===== config.mk =====
export PLATFORM = sky130hd
export DESIGN_NAME = page_walk_permission_check
export DESIGN_NICKNAME = d
export VERILOG_FILES = /design/src/hdl/pwpc_pkg.sv /design/src/hdl/pwpc_walk_step.sv /design/src/hdl/page_walk_permission_check.sv
export SDC_FILE = /design/constraint.sdc
export NUM_CORES = 1
export LEC_CHECK = 0
export BUFFER_PORTS_ARGS = -buffer_cell sky130_fd_sc_hd__buf_4
export CAP_MARGIN = 40
export CORE_UTILIZATION = 38
export CTS_CLUSTER_SIZE = 10
export DETAILED_ROUTE_END_ITERATION = 10
export HOLD_SLACK_MARGIN = 0.06
export PLACE_DENSITY = 0.58
export SYNTH_ARGS = -nofsm -noshare
export SYNTH_HDL_FRONTEND = slang
export SYNTH_SLANG_ARGS = --single-unit

===== constraint.sdc =====
create_clock -name clk -period 12.4 [get_ports clk]
set_input_delay 1.24 -clock clk [delete_from_list [all_inputs] [get_ports clk]]
set_output_delay 1.24 -clock clk [all_outputs]
set_load 0.02 [all_outputs]

===== src/hdl/pwpc_pkg.sv =====
// page walk permission check: shared types, constants and index helper
// no dependencies
`default_nettype none

package pwpc_pkg;

  localparam int LEVELS     = 4;
  localparam int INDEX_BITS = 9;
  localparam int VA_W       = 48;
  localparam int PA_W       = 52;
  localparam int PAGE_OFS_W = 12;
  localparam int PAGE_W     = VA_W - PAGE_OFS_W;
  localparam int FRAME_W    = PA_W - PAGE_OFS_W;
  localparam int ENTRY_W    = 64;
  localparam int LEVEL_W    = 2;
  localparam int CFG_IDX_W  = 2;
  localparam int CFG_DATA_W = 40;

  localparam logic [LEVEL_W-1:0] TOP_LEVEL = LEVEL_W'(LEVELS - 1);
  localparam logic [LEVEL_W-1:0] LEVEL_1G  = LEVEL_W'(2);
  localparam logic [LEVEL_W-1:0] LEVEL_2M  = LEVEL_W'(1);
  localparam logic [LEVEL_W-1:0] LEVEL_4K  = LEVEL_W'(0);
  localparam logic [LEVEL_W-1:0] LEVEL_ROOT4 = LEVEL_W'(3);

  localparam int PTE_PRESENT  = 0;
  localparam int PTE_WRITABLE = 1;
  localparam int PTE_LARGE    = 7;
  localparam int PTE_NO_EXEC  = 63;

  localparam logic ACT_START = 1'b0;
  localparam logic ACT_ENTRY = 1'b1;

  localparam logic KIND_READ    = 1'b0;
  localparam logic KIND_VERDICT = 1'b1;

  localparam logic [2:0] VERDICT_ALLOWED     = 3'd0;
  localparam logic [2:0] VERDICT_CONTROLS    = 3'd1;
  localparam logic [2:0] VERDICT_NOT_PRESENT = 3'd2;
  localparam logic [2:0] VERDICT_TOP_LARGE   = 3'd3;
  localparam logic [2:0] VERDICT_MISMATCH    = 3'd4;

  localparam logic [CFG_IDX_W-1:0] CFG_WRITE_PROTECT = 2'd0;
  localparam logic [CFG_IDX_W-1:0] CFG_NO_EXECUTE    = 2'd1;
  localparam logic [CFG_IDX_W-1:0] CFG_FIVE_LEVEL    = 2'd2;
  localparam logic [CFG_IDX_W-1:0] CFG_ROOT_FRAME    = 2'd3;

  typedef struct packed {
    logic               action;
    logic [VA_W-1:0]    virt_address;
    logic               want_executable;
    logic [ENTRY_W-1:0] entry_value;
  } in_req_t;

  typedef struct packed {
    logic            result_kind;
    logic [PA_W-1:0] entry_address;
    logic [2:0]      verdict_code;
  } out_rsp_t;

  typedef struct packed {
    logic               write_protect_on;
    logic               no_execute_on;
    logic               five_level_on;
    logic [FRAME_W-1:0] root_frame;
  } cfg_regs_t;

  typedef struct packed {
    logic               busy;
    logic [LEVEL_W-1:0] level;
    logic [PAGE_W-1:0]  page_bits;
    logic               mode_code;
    logic               writable;
    logic               no_exec;
  } walk_state_t;

  function automatic logic [INDEX_BITS-1:0] table_index(
    input logic [PAGE_W-1:0]  page_bits,
    input logic [LEVEL_W-1:0] level
  );
    logic [PAGE_W-1:0] shifted;
    shifted = page_bits >> (int'(level) * INDEX_BITS);
    return shifted[INDEX_BITS-1:0];
  endfunction

endpackage

`default_nettype wire


===== src/hdl/pwpc_walk_step.sv =====
// page walk permission check: one walk step, next state and result
// depends on pwpc_pkg
`default_nettype none

module pwpc_walk_step (
  input  wire pwpc_pkg::in_req_t     req,
  input  wire pwpc_pkg::walk_state_t st,
  input  wire pwpc_pkg::cfg_regs_t   cfg,
  output pwpc_pkg::walk_state_t      st_nxt,
  output pwpc_pkg::out_rsp_t         rsp,
  output logic                       rsp_valid
);

  logic [pwpc_pkg::PAGE_W-1:0]     va_page;
  logic [pwpc_pkg::ENTRY_W-1:0]    pte;
  logic                            big_page;
  logic                            wr_acc;
  logic                            nx_acc;
  logic                            leaf;
  logic                            ok;
  logic [pwpc_pkg::LEVEL_W-1:0]    lvl_dn;

  assign va_page  = req.virt_address[pwpc_pkg::VA_W-1:pwpc_pkg::PAGE_OFS_W];
  assign pte      = req.entry_value;
  assign big_page = pte[pwpc_pkg::PTE_LARGE];
  assign wr_acc   = st.writable & pte[pwpc_pkg::PTE_WRITABLE];
  assign nx_acc   = st.no_exec | pte[pwpc_pkg::PTE_NO_EXEC];
  assign lvl_dn   = st.level - pwpc_pkg::LEVEL_W'(1);
  assign leaf     = (st.level == pwpc_pkg::LEVEL_4K) ||
                    (((st.level == pwpc_pkg::LEVEL_2M) || (st.level == pwpc_pkg::LEVEL_1G))
                     && big_page);
  assign ok       = st.mode_code ? (!wr_acc && !nx_acc) : (wr_acc && nx_acc);

  always_comb begin
    st_nxt    = st;
    rsp       = '0;
    rsp_valid = 1'b0;
    if (req.action == pwpc_pkg::ACT_START) begin
      st_nxt.busy = 1'b0;
      rsp_valid   = 1'b1;
      if (!cfg.write_protect_on || !cfg.no_execute_on || cfg.five_level_on) begin
        rsp.result_kind  = pwpc_pkg::KIND_VERDICT;
        rsp.verdict_code = pwpc_pkg::VERDICT_CONTROLS;
      end else begin
        st_nxt.busy      = 1'b1;
        st_nxt.level     = pwpc_pkg::TOP_LEVEL;
        st_nxt.page_bits = va_page;
        st_nxt.mode_code = req.want_executable;
        st_nxt.writable  = 1'b1;
        st_nxt.no_exec   = 1'b0;
        rsp.result_kind  = pwpc_pkg::KIND_READ;
        rsp.entry_address = {cfg.root_frame,
                             pwpc_pkg::table_index(va_page, pwpc_pkg::TOP_LEVEL), 3'b000};
      end
    end else if (st.busy) begin
      rsp_valid = 1'b1;
      if (!pte[pwpc_pkg::PTE_PRESENT]) begin
        st_nxt.busy      = 1'b0;
        rsp.result_kind  = pwpc_pkg::KIND_VERDICT;
        rsp.verdict_code = pwpc_pkg::VERDICT_NOT_PRESENT;
      end else begin
        st_nxt.writable = wr_acc;
        st_nxt.no_exec  = nx_acc;
        if (leaf) begin
          st_nxt.busy      = 1'b0;
          rsp.result_kind  = pwpc_pkg::KIND_VERDICT;
          rsp.verdict_code = ok ? pwpc_pkg::VERDICT_ALLOWED : pwpc_pkg::VERDICT_MISMATCH;
        end else if ((st.level == pwpc_pkg::LEVEL_ROOT4) && big_page) begin
          st_nxt.busy      = 1'b0;
          rsp.result_kind  = pwpc_pkg::KIND_VERDICT;
          rsp.verdict_code = pwpc_pkg::VERDICT_TOP_LARGE;
        end else begin
          st_nxt.level      = lvl_dn;
          rsp.result_kind   = pwpc_pkg::KIND_READ;
          rsp.entry_address = {pte[pwpc_pkg::PA_W-1:pwpc_pkg::PAGE_OFS_W],
                               pwpc_pkg::table_index(st.page_bits, lvl_dn), 3'b000};
        end
      end
    end
  end

endmodule

`default_nettype wire


===== src/hdl/page_walk_permission_check.sv =====
// page walk permission check top level: request register, walk state, result register
// depends on pwpc_pkg and pwpc_walk_step
// a request is registered in the input register, its result in the result register, which drives out_valid
// throughput: one request per cycle while out_ready is high; the walk state updates in the single step stage
// a request is held in the input register only while a result waits and out_ready is low
// reset (rst_n low, synchronous): no walk in progress, all control registers cleared
`default_nettype none

module page_walk_permission_check (
  input  wire                                 clk,
  input  wire                                 rst_n,
  input  wire                                 cfg_wr_en,
  input  wire [pwpc_pkg::CFG_IDX_W-1:0]       cfg_index,
  input  wire [pwpc_pkg::CFG_DATA_W-1:0]      cfg_wdata,
  input  wire                                 in_valid,
  output logic                                in_ready,
  input  wire pwpc_pkg::in_req_t              in_req,
  output logic                                out_valid,
  input  wire                                 out_ready,
  output pwpc_pkg::out_rsp_t                  out_rsp
);

  pwpc_pkg::cfg_regs_t   cfg_r;
  pwpc_pkg::walk_state_t st_r;
  pwpc_pkg::walk_state_t st_nxt;
  pwpc_pkg::in_req_t     in_req_r;
  pwpc_pkg::out_rsp_t    out_rsp_r;
  pwpc_pkg::out_rsp_t    rsp;
  logic                  in_valid_r;
  logic                  out_valid_r;
  logic                  rsp_valid;
  logic                  step_fire;

  pwpc_walk_step u_step (
    .req       (in_req_r),
    .st        (st_r),
    .cfg       (cfg_r),
    .st_nxt    (st_nxt),
    .rsp       (rsp),
    .rsp_valid (rsp_valid)
  );

  assign step_fire = in_valid_r && (!rsp_valid || !out_valid_r || out_ready);
  assign in_ready  = !in_valid_r || step_fire;
  assign out_valid = out_valid_r;
  assign out_rsp   = out_rsp_r;

  always_ff @(posedge clk) begin
    if (!rst_n) begin
      cfg_r       <= '0;
      st_r        <= '{busy: 1'b0, level: '0, page_bits: '0, mode_code: 1'b0,
                       writable: 1'b1, no_exec: 1'b0};
      in_valid_r  <= 1'b0;
      out_valid_r <= 1'b0;
    end else begin
      if (cfg_wr_en) begin
        case (cfg_index)
          pwpc_pkg::CFG_WRITE_PROTECT: cfg_r.write_protect_on <= cfg_wdata[0];
          pwpc_pkg::CFG_NO_EXECUTE:    cfg_r.no_execute_on    <= cfg_wdata[0];
          pwpc_pkg::CFG_FIVE_LEVEL:    cfg_r.five_level_on    <= cfg_wdata[0];
          pwpc_pkg::CFG_ROOT_FRAME:    cfg_r.root_frame       <= cfg_wdata;
          default: ;
        endcase
      end
      if (in_ready) begin
        in_valid_r <= in_valid;
      end
      if (step_fire) begin
        st_r <= st_nxt;
      end
      if (step_fire && rsp_valid) begin
        out_valid_r <= 1'b1;
      end else if (out_ready) begin
        out_valid_r <= 1'b0;
      end
    end
  end

  always_ff @(posedge clk) begin
    if (in_ready && in_valid) begin
      in_req_r <= in_req;
    end
    if (step_fire && rsp_valid) begin
      out_rsp_r <= rsp;
    end
  end

  a_verdict_no_addr: assert property (@(posedge clk) disable iff (!rst_n)
    out_valid_r && (out_rsp_r.result_kind == pwpc_pkg::KIND_VERDICT)
    |-> (out_rsp_r.entry_address == '0))
    else $error("verdict carries a nonzero entry address");

  a_read_no_code: assert property (@(posedge clk) disable iff (!rst_n)
    out_valid_r && (out_rsp_r.result_kind == pwpc_pkg::KIND_READ)
    |-> (out_rsp_r.verdict_code == pwpc_pkg::VERDICT_ALLOWED))
    else $error("read request carries a verdict code");

  a_verdict_ends_walk: assert property (@(posedge clk) disable iff (!rst_n)
    step_fire && rsp_valid && (rsp.result_kind == pwpc_pkg::KIND_VERDICT)
    |=> !st_r.busy)
    else $error("walk still busy after a verdict");

  a_read_keeps_walk: assert property (@(posedge clk) disable iff (!rst_n)
    step_fire && rsp_valid && (rsp.result_kind == pwpc_pkg::KIND_READ)
    |=> st_r.busy)
    else $error("walk idle after an entry read request");

  a_level_range: assert property (@(posedge clk) disable iff (!rst_n)
    st_r.busy |-> (st_r.level <= pwpc_pkg::TOP_LEVEL))
    else $error("walk level above the top level");

endmodule

`default_nettype wire


==> impl_table.tex <==
\begin{tabular}{lr}
\hline
Metric & Value \\
\hline
\multicolumn{2}{l}{\textbf{Cells and area}} \\
Final core utilization & 0.500 \\
Nets & 964 \\
Fill cell total of the finished layout & 1,901 \\
Commonest non-fill, non-tap cells in the layout & buf\_4 (191), edfxtp\_1 (135), nand2\_1 (127) \\
Most common cell after layout, fill and taps aside & buf\_4 \\
ANT cells & 0 \\
Share of post-route cells with drive strength above 1 & 0.368 \\
Layout area overhead & 29.4\% \\
\multicolumn{2}{l}{\textbf{Yosys}} \\
Post-synth top flop & edfxtp\_1 \\
Synth Instances & 619 \\
Area contributors post-synth & edfxtp\_1 (48\%), dfxtp\_1 (21\%), nand2\_1 (5.7\%) \\
Avg Synthesized Cell Area & 13.6 um\^{}2 \\
Library cell with the largest summed area after synthesis & edfxtp\_1 \\
Synthesis warning total & 0 \\
Fraction of registers with async set or reset after synthesis & 0 \\
Top cell type's share of synthesized area & 0.482 \\
EDFF count, synth & 135 \\
Seq cells post-synth & 222 \\
Sequential element share of the synthesized area & 0.689 \\
Netlist Area Pre-Place & 8410 um\^{}2 \\
Distinct cell type count after synthesis & 46 \\
\multicolumn{2}{l}{\textbf{Floorplanning}} \\
Number of primary I/O pins & 219 \\
Cell row count & 54 \\
Effective utilization at floorplan & 0.387 \\
Die outline area & 22,700 um\^{}2 \\
Horizontal die dimension & 151 um \\
Die Y-Extent & 151 um \\
Core Area & 21,800 um\^{}2 \\
\multicolumn{2}{l}{\textbf{Critical path}} \\
Type of destination of the critical path & output pin \\
Worst path most repeated cell & buf\_4 \\
Cells traversed along the worst timing path & buf\_4 -> nor2b\_1 -> nand3\_1 -> buf\_4 \\
Critical path launch point type & primary input \\
Worst-path maximum fanout & 5 \\
WP data required & 11,160 ps \\
Slowest cell on crit path & nor2b\_1 \\
Critical Path AT & 2310 ps \\
Type of the worst setup path & primary input to output pin \\
R2R cell count & 7 \\
Critical Path Max Stage Delay & 470 ps \\
\multicolumn{2}{l}{\textbf{Timing}} \\
Worst slew margin & 0.450 \\
\# setup viols final & 0 \\
Setup repair after global routing missed its margin & false \\
Worst clock skew & 13.8 ps \\
Pins over their slew limit & 0 \\
Fin crit share & 0.287 \\
Final Hold Vio Count & 0 \\
Hold slack & 456 ps \\
Slew at the pin with the worst max-slew slack & 825 ps \\
TNS Setup & 0 ps \\
Final period demand of the worst path & 3550 ps \\
Highest clock frequency the design can meet & 0.281 GHz \\
\multicolumn{2}{l}{\textbf{Clock tree}} \\
Clock buffer depth & 3 \\
CTS tree & yes \\
Number of buffers inserted by post-CTS setup repair & 0 \\
CTS sink count & 222 \\
Number of hold buffers added after CTS & 0 \\
Clock Root Buffer & clkbuf\_16 \\
Clock transition at the register clock pins on the worst setup and hold paths after CTS & 50 ps \\
H-tree levels & 1 \\
Worst-Skew Late Latency & 510 ps \\
Post-CTS sizing & 0 \\
Clock buffer count from CTS & 26 \\
\multicolumn{2}{l}{\textbf{Detailed routing}} \\
Length of the first detailed-routing pass in iterations & 4 \\
Number of DRC markers in iteration 0 & 237 \\
Detailed-route vias per instance & 4.92 \\
Total number of vias & 5,408 \\
Routed Wire Length & 18,500 um \\
Post-route DRC violation count & 0 \\
Wire length per cell & 16.8 um \\
Remaining number of nets flagged by the antenna check after routing & 0 \\
\multicolumn{2}{l}{\textbf{Outcome}} \\
Run status & finished, final reports clean \\
\multicolumn{2}{l}{\textbf{Global routing}} \\
Vias in the first global route & 5,447 \\
Global-route usage over all layers & 0.162 \\
Initial antenna violation count & 0 \\
Final global-route overflow total & 0 \\
First-pass GRT wire length & 28,300 um \\
Pin count of the biggest net entering global routing & 88 \\
\multicolumn{2}{l}{\textbf{Placed design}} \\
RePlAce Congestion & 0.759 \\
Buffers added on ports & 183 \\
Half-perimeter wire length after placement & 12,300 um \\
\multicolumn{2}{l}{\textbf{Min path}} \\
Cells on Worst Hold Path & 2 \\
Type of the most critical hold path & flop to flop \\
\multicolumn{2}{l}{\textbf{Job}} \\
Max-cap viol count & 0 \\
\multicolumn{2}{l}{\textbf{Power}} \\
Worst-case vdd ir drop & 0.0000818 V \\
Static Leak & 4.05 nW \\
Power density over cell area & 145 nW/um\^{}2 \\
\hline
\end{tabular}
-- final timing paths --
kind	from	endpoint	slack, ps
min	st_r[9]$_SDFFE_PN0P_	st_r[9]$_SDFFE_PN0P_	460
max reg2reg	st_r[39]$_SDFFE_PN0P_	out_rsp[19]$_DFFE_PP_	9260
min reg2reg	st_r[9]$_SDFFE_PN0P_	st_r[9]$_SDFFE_PN0P_	460
max	out_ready	in_ready	8850
-- kinds of logic after synthesis --
family	after synthesis	share of synthesized area
flip-flops	222	0.689
multiplexers	12	0.0277
other	1	0.000446
AO/OA/AOI/OAI	144	0.149
AND/OR/NAND/NOR	191	0.105
adder cells (fa/ha/maj)	2	0.00297
buffers and inverters	47	0.0257
-- stage by stage --
stage          std cells  worst slack (ps)  area [um^2]  total power [mW]
6_report            1099              8850        10900              1.58
5_1_grt             1099              8760        10900              1.64
4_1_cts             1099              8850        10900              1.60
3_5_place_dp        1053              8860        10100             0.918
3_3_place_gp        1050              8860        10100             0.913
2_1_floorplan        621              6010         8420             0.867
-- flip-flops by register name (all words and copies together) (netlist names) --
signal,count
out_rsp,53
cfg_r,43
in_valid_r,1
st_r,42
out_valid,1
in_req_r,82
-- cell type report --
class	instances	area (um^2)	area share
clock inverter	1	5.00	0.000460
tap	280	350	0.0322
timing repair buffer	194	1500	0.138
multi-input combinational	352	2450	0.226
inverter	5	18.8	0.00172
clock buffer	45	753	0.0692
sequential	222	5800	0.533
-- per-layer routing --
layer,global-route usage,up-vias,share of wire
met3,0.0325,22,0.068
met4,0.0410,0,0.014
met1,0.210,2617,0.44
li1,-,2596,-
met2,0.275,173,0.48
met5,0,-,0
-- report_power, final --
| group | switching [mW] | internal [mW] | total (mW) | leakage [nW] |
|---|---|---|---|---|
| sequential | 0.0112 | 0.809 | 0.820 | 2.05 |
| clock | 0.269 | 0.407 | 0.676 | 0.364 |
| combinational | 0.0383 | 0.0426 | 0.0809 | 1.64 |
| total | 0.318 | 1.26 | 1.58 | 4.05 |
-- cells in the mapped netlist, drive strengths merged (2+ instances only) --
cell    number
mux4         9
nor2b        6
nor3         2
inv          5
a21oi        4
ha           2
o21ai        3
buf         12
mux2i        3
nand2b       4
nand3        5
clkbuf      30
nand2      157
and2         2
a22o        49
nor2         6
and3         2
o221a        2
dfxtp       87
edfxtp     135
a21boi      78
-- critical path, delay by kind of cell --
family / cells / cell delay (ps)
simple gates: 2 / 720
buf+inv: 2 / 350
No activity file was read; power rests on OpenSTA's default activity.
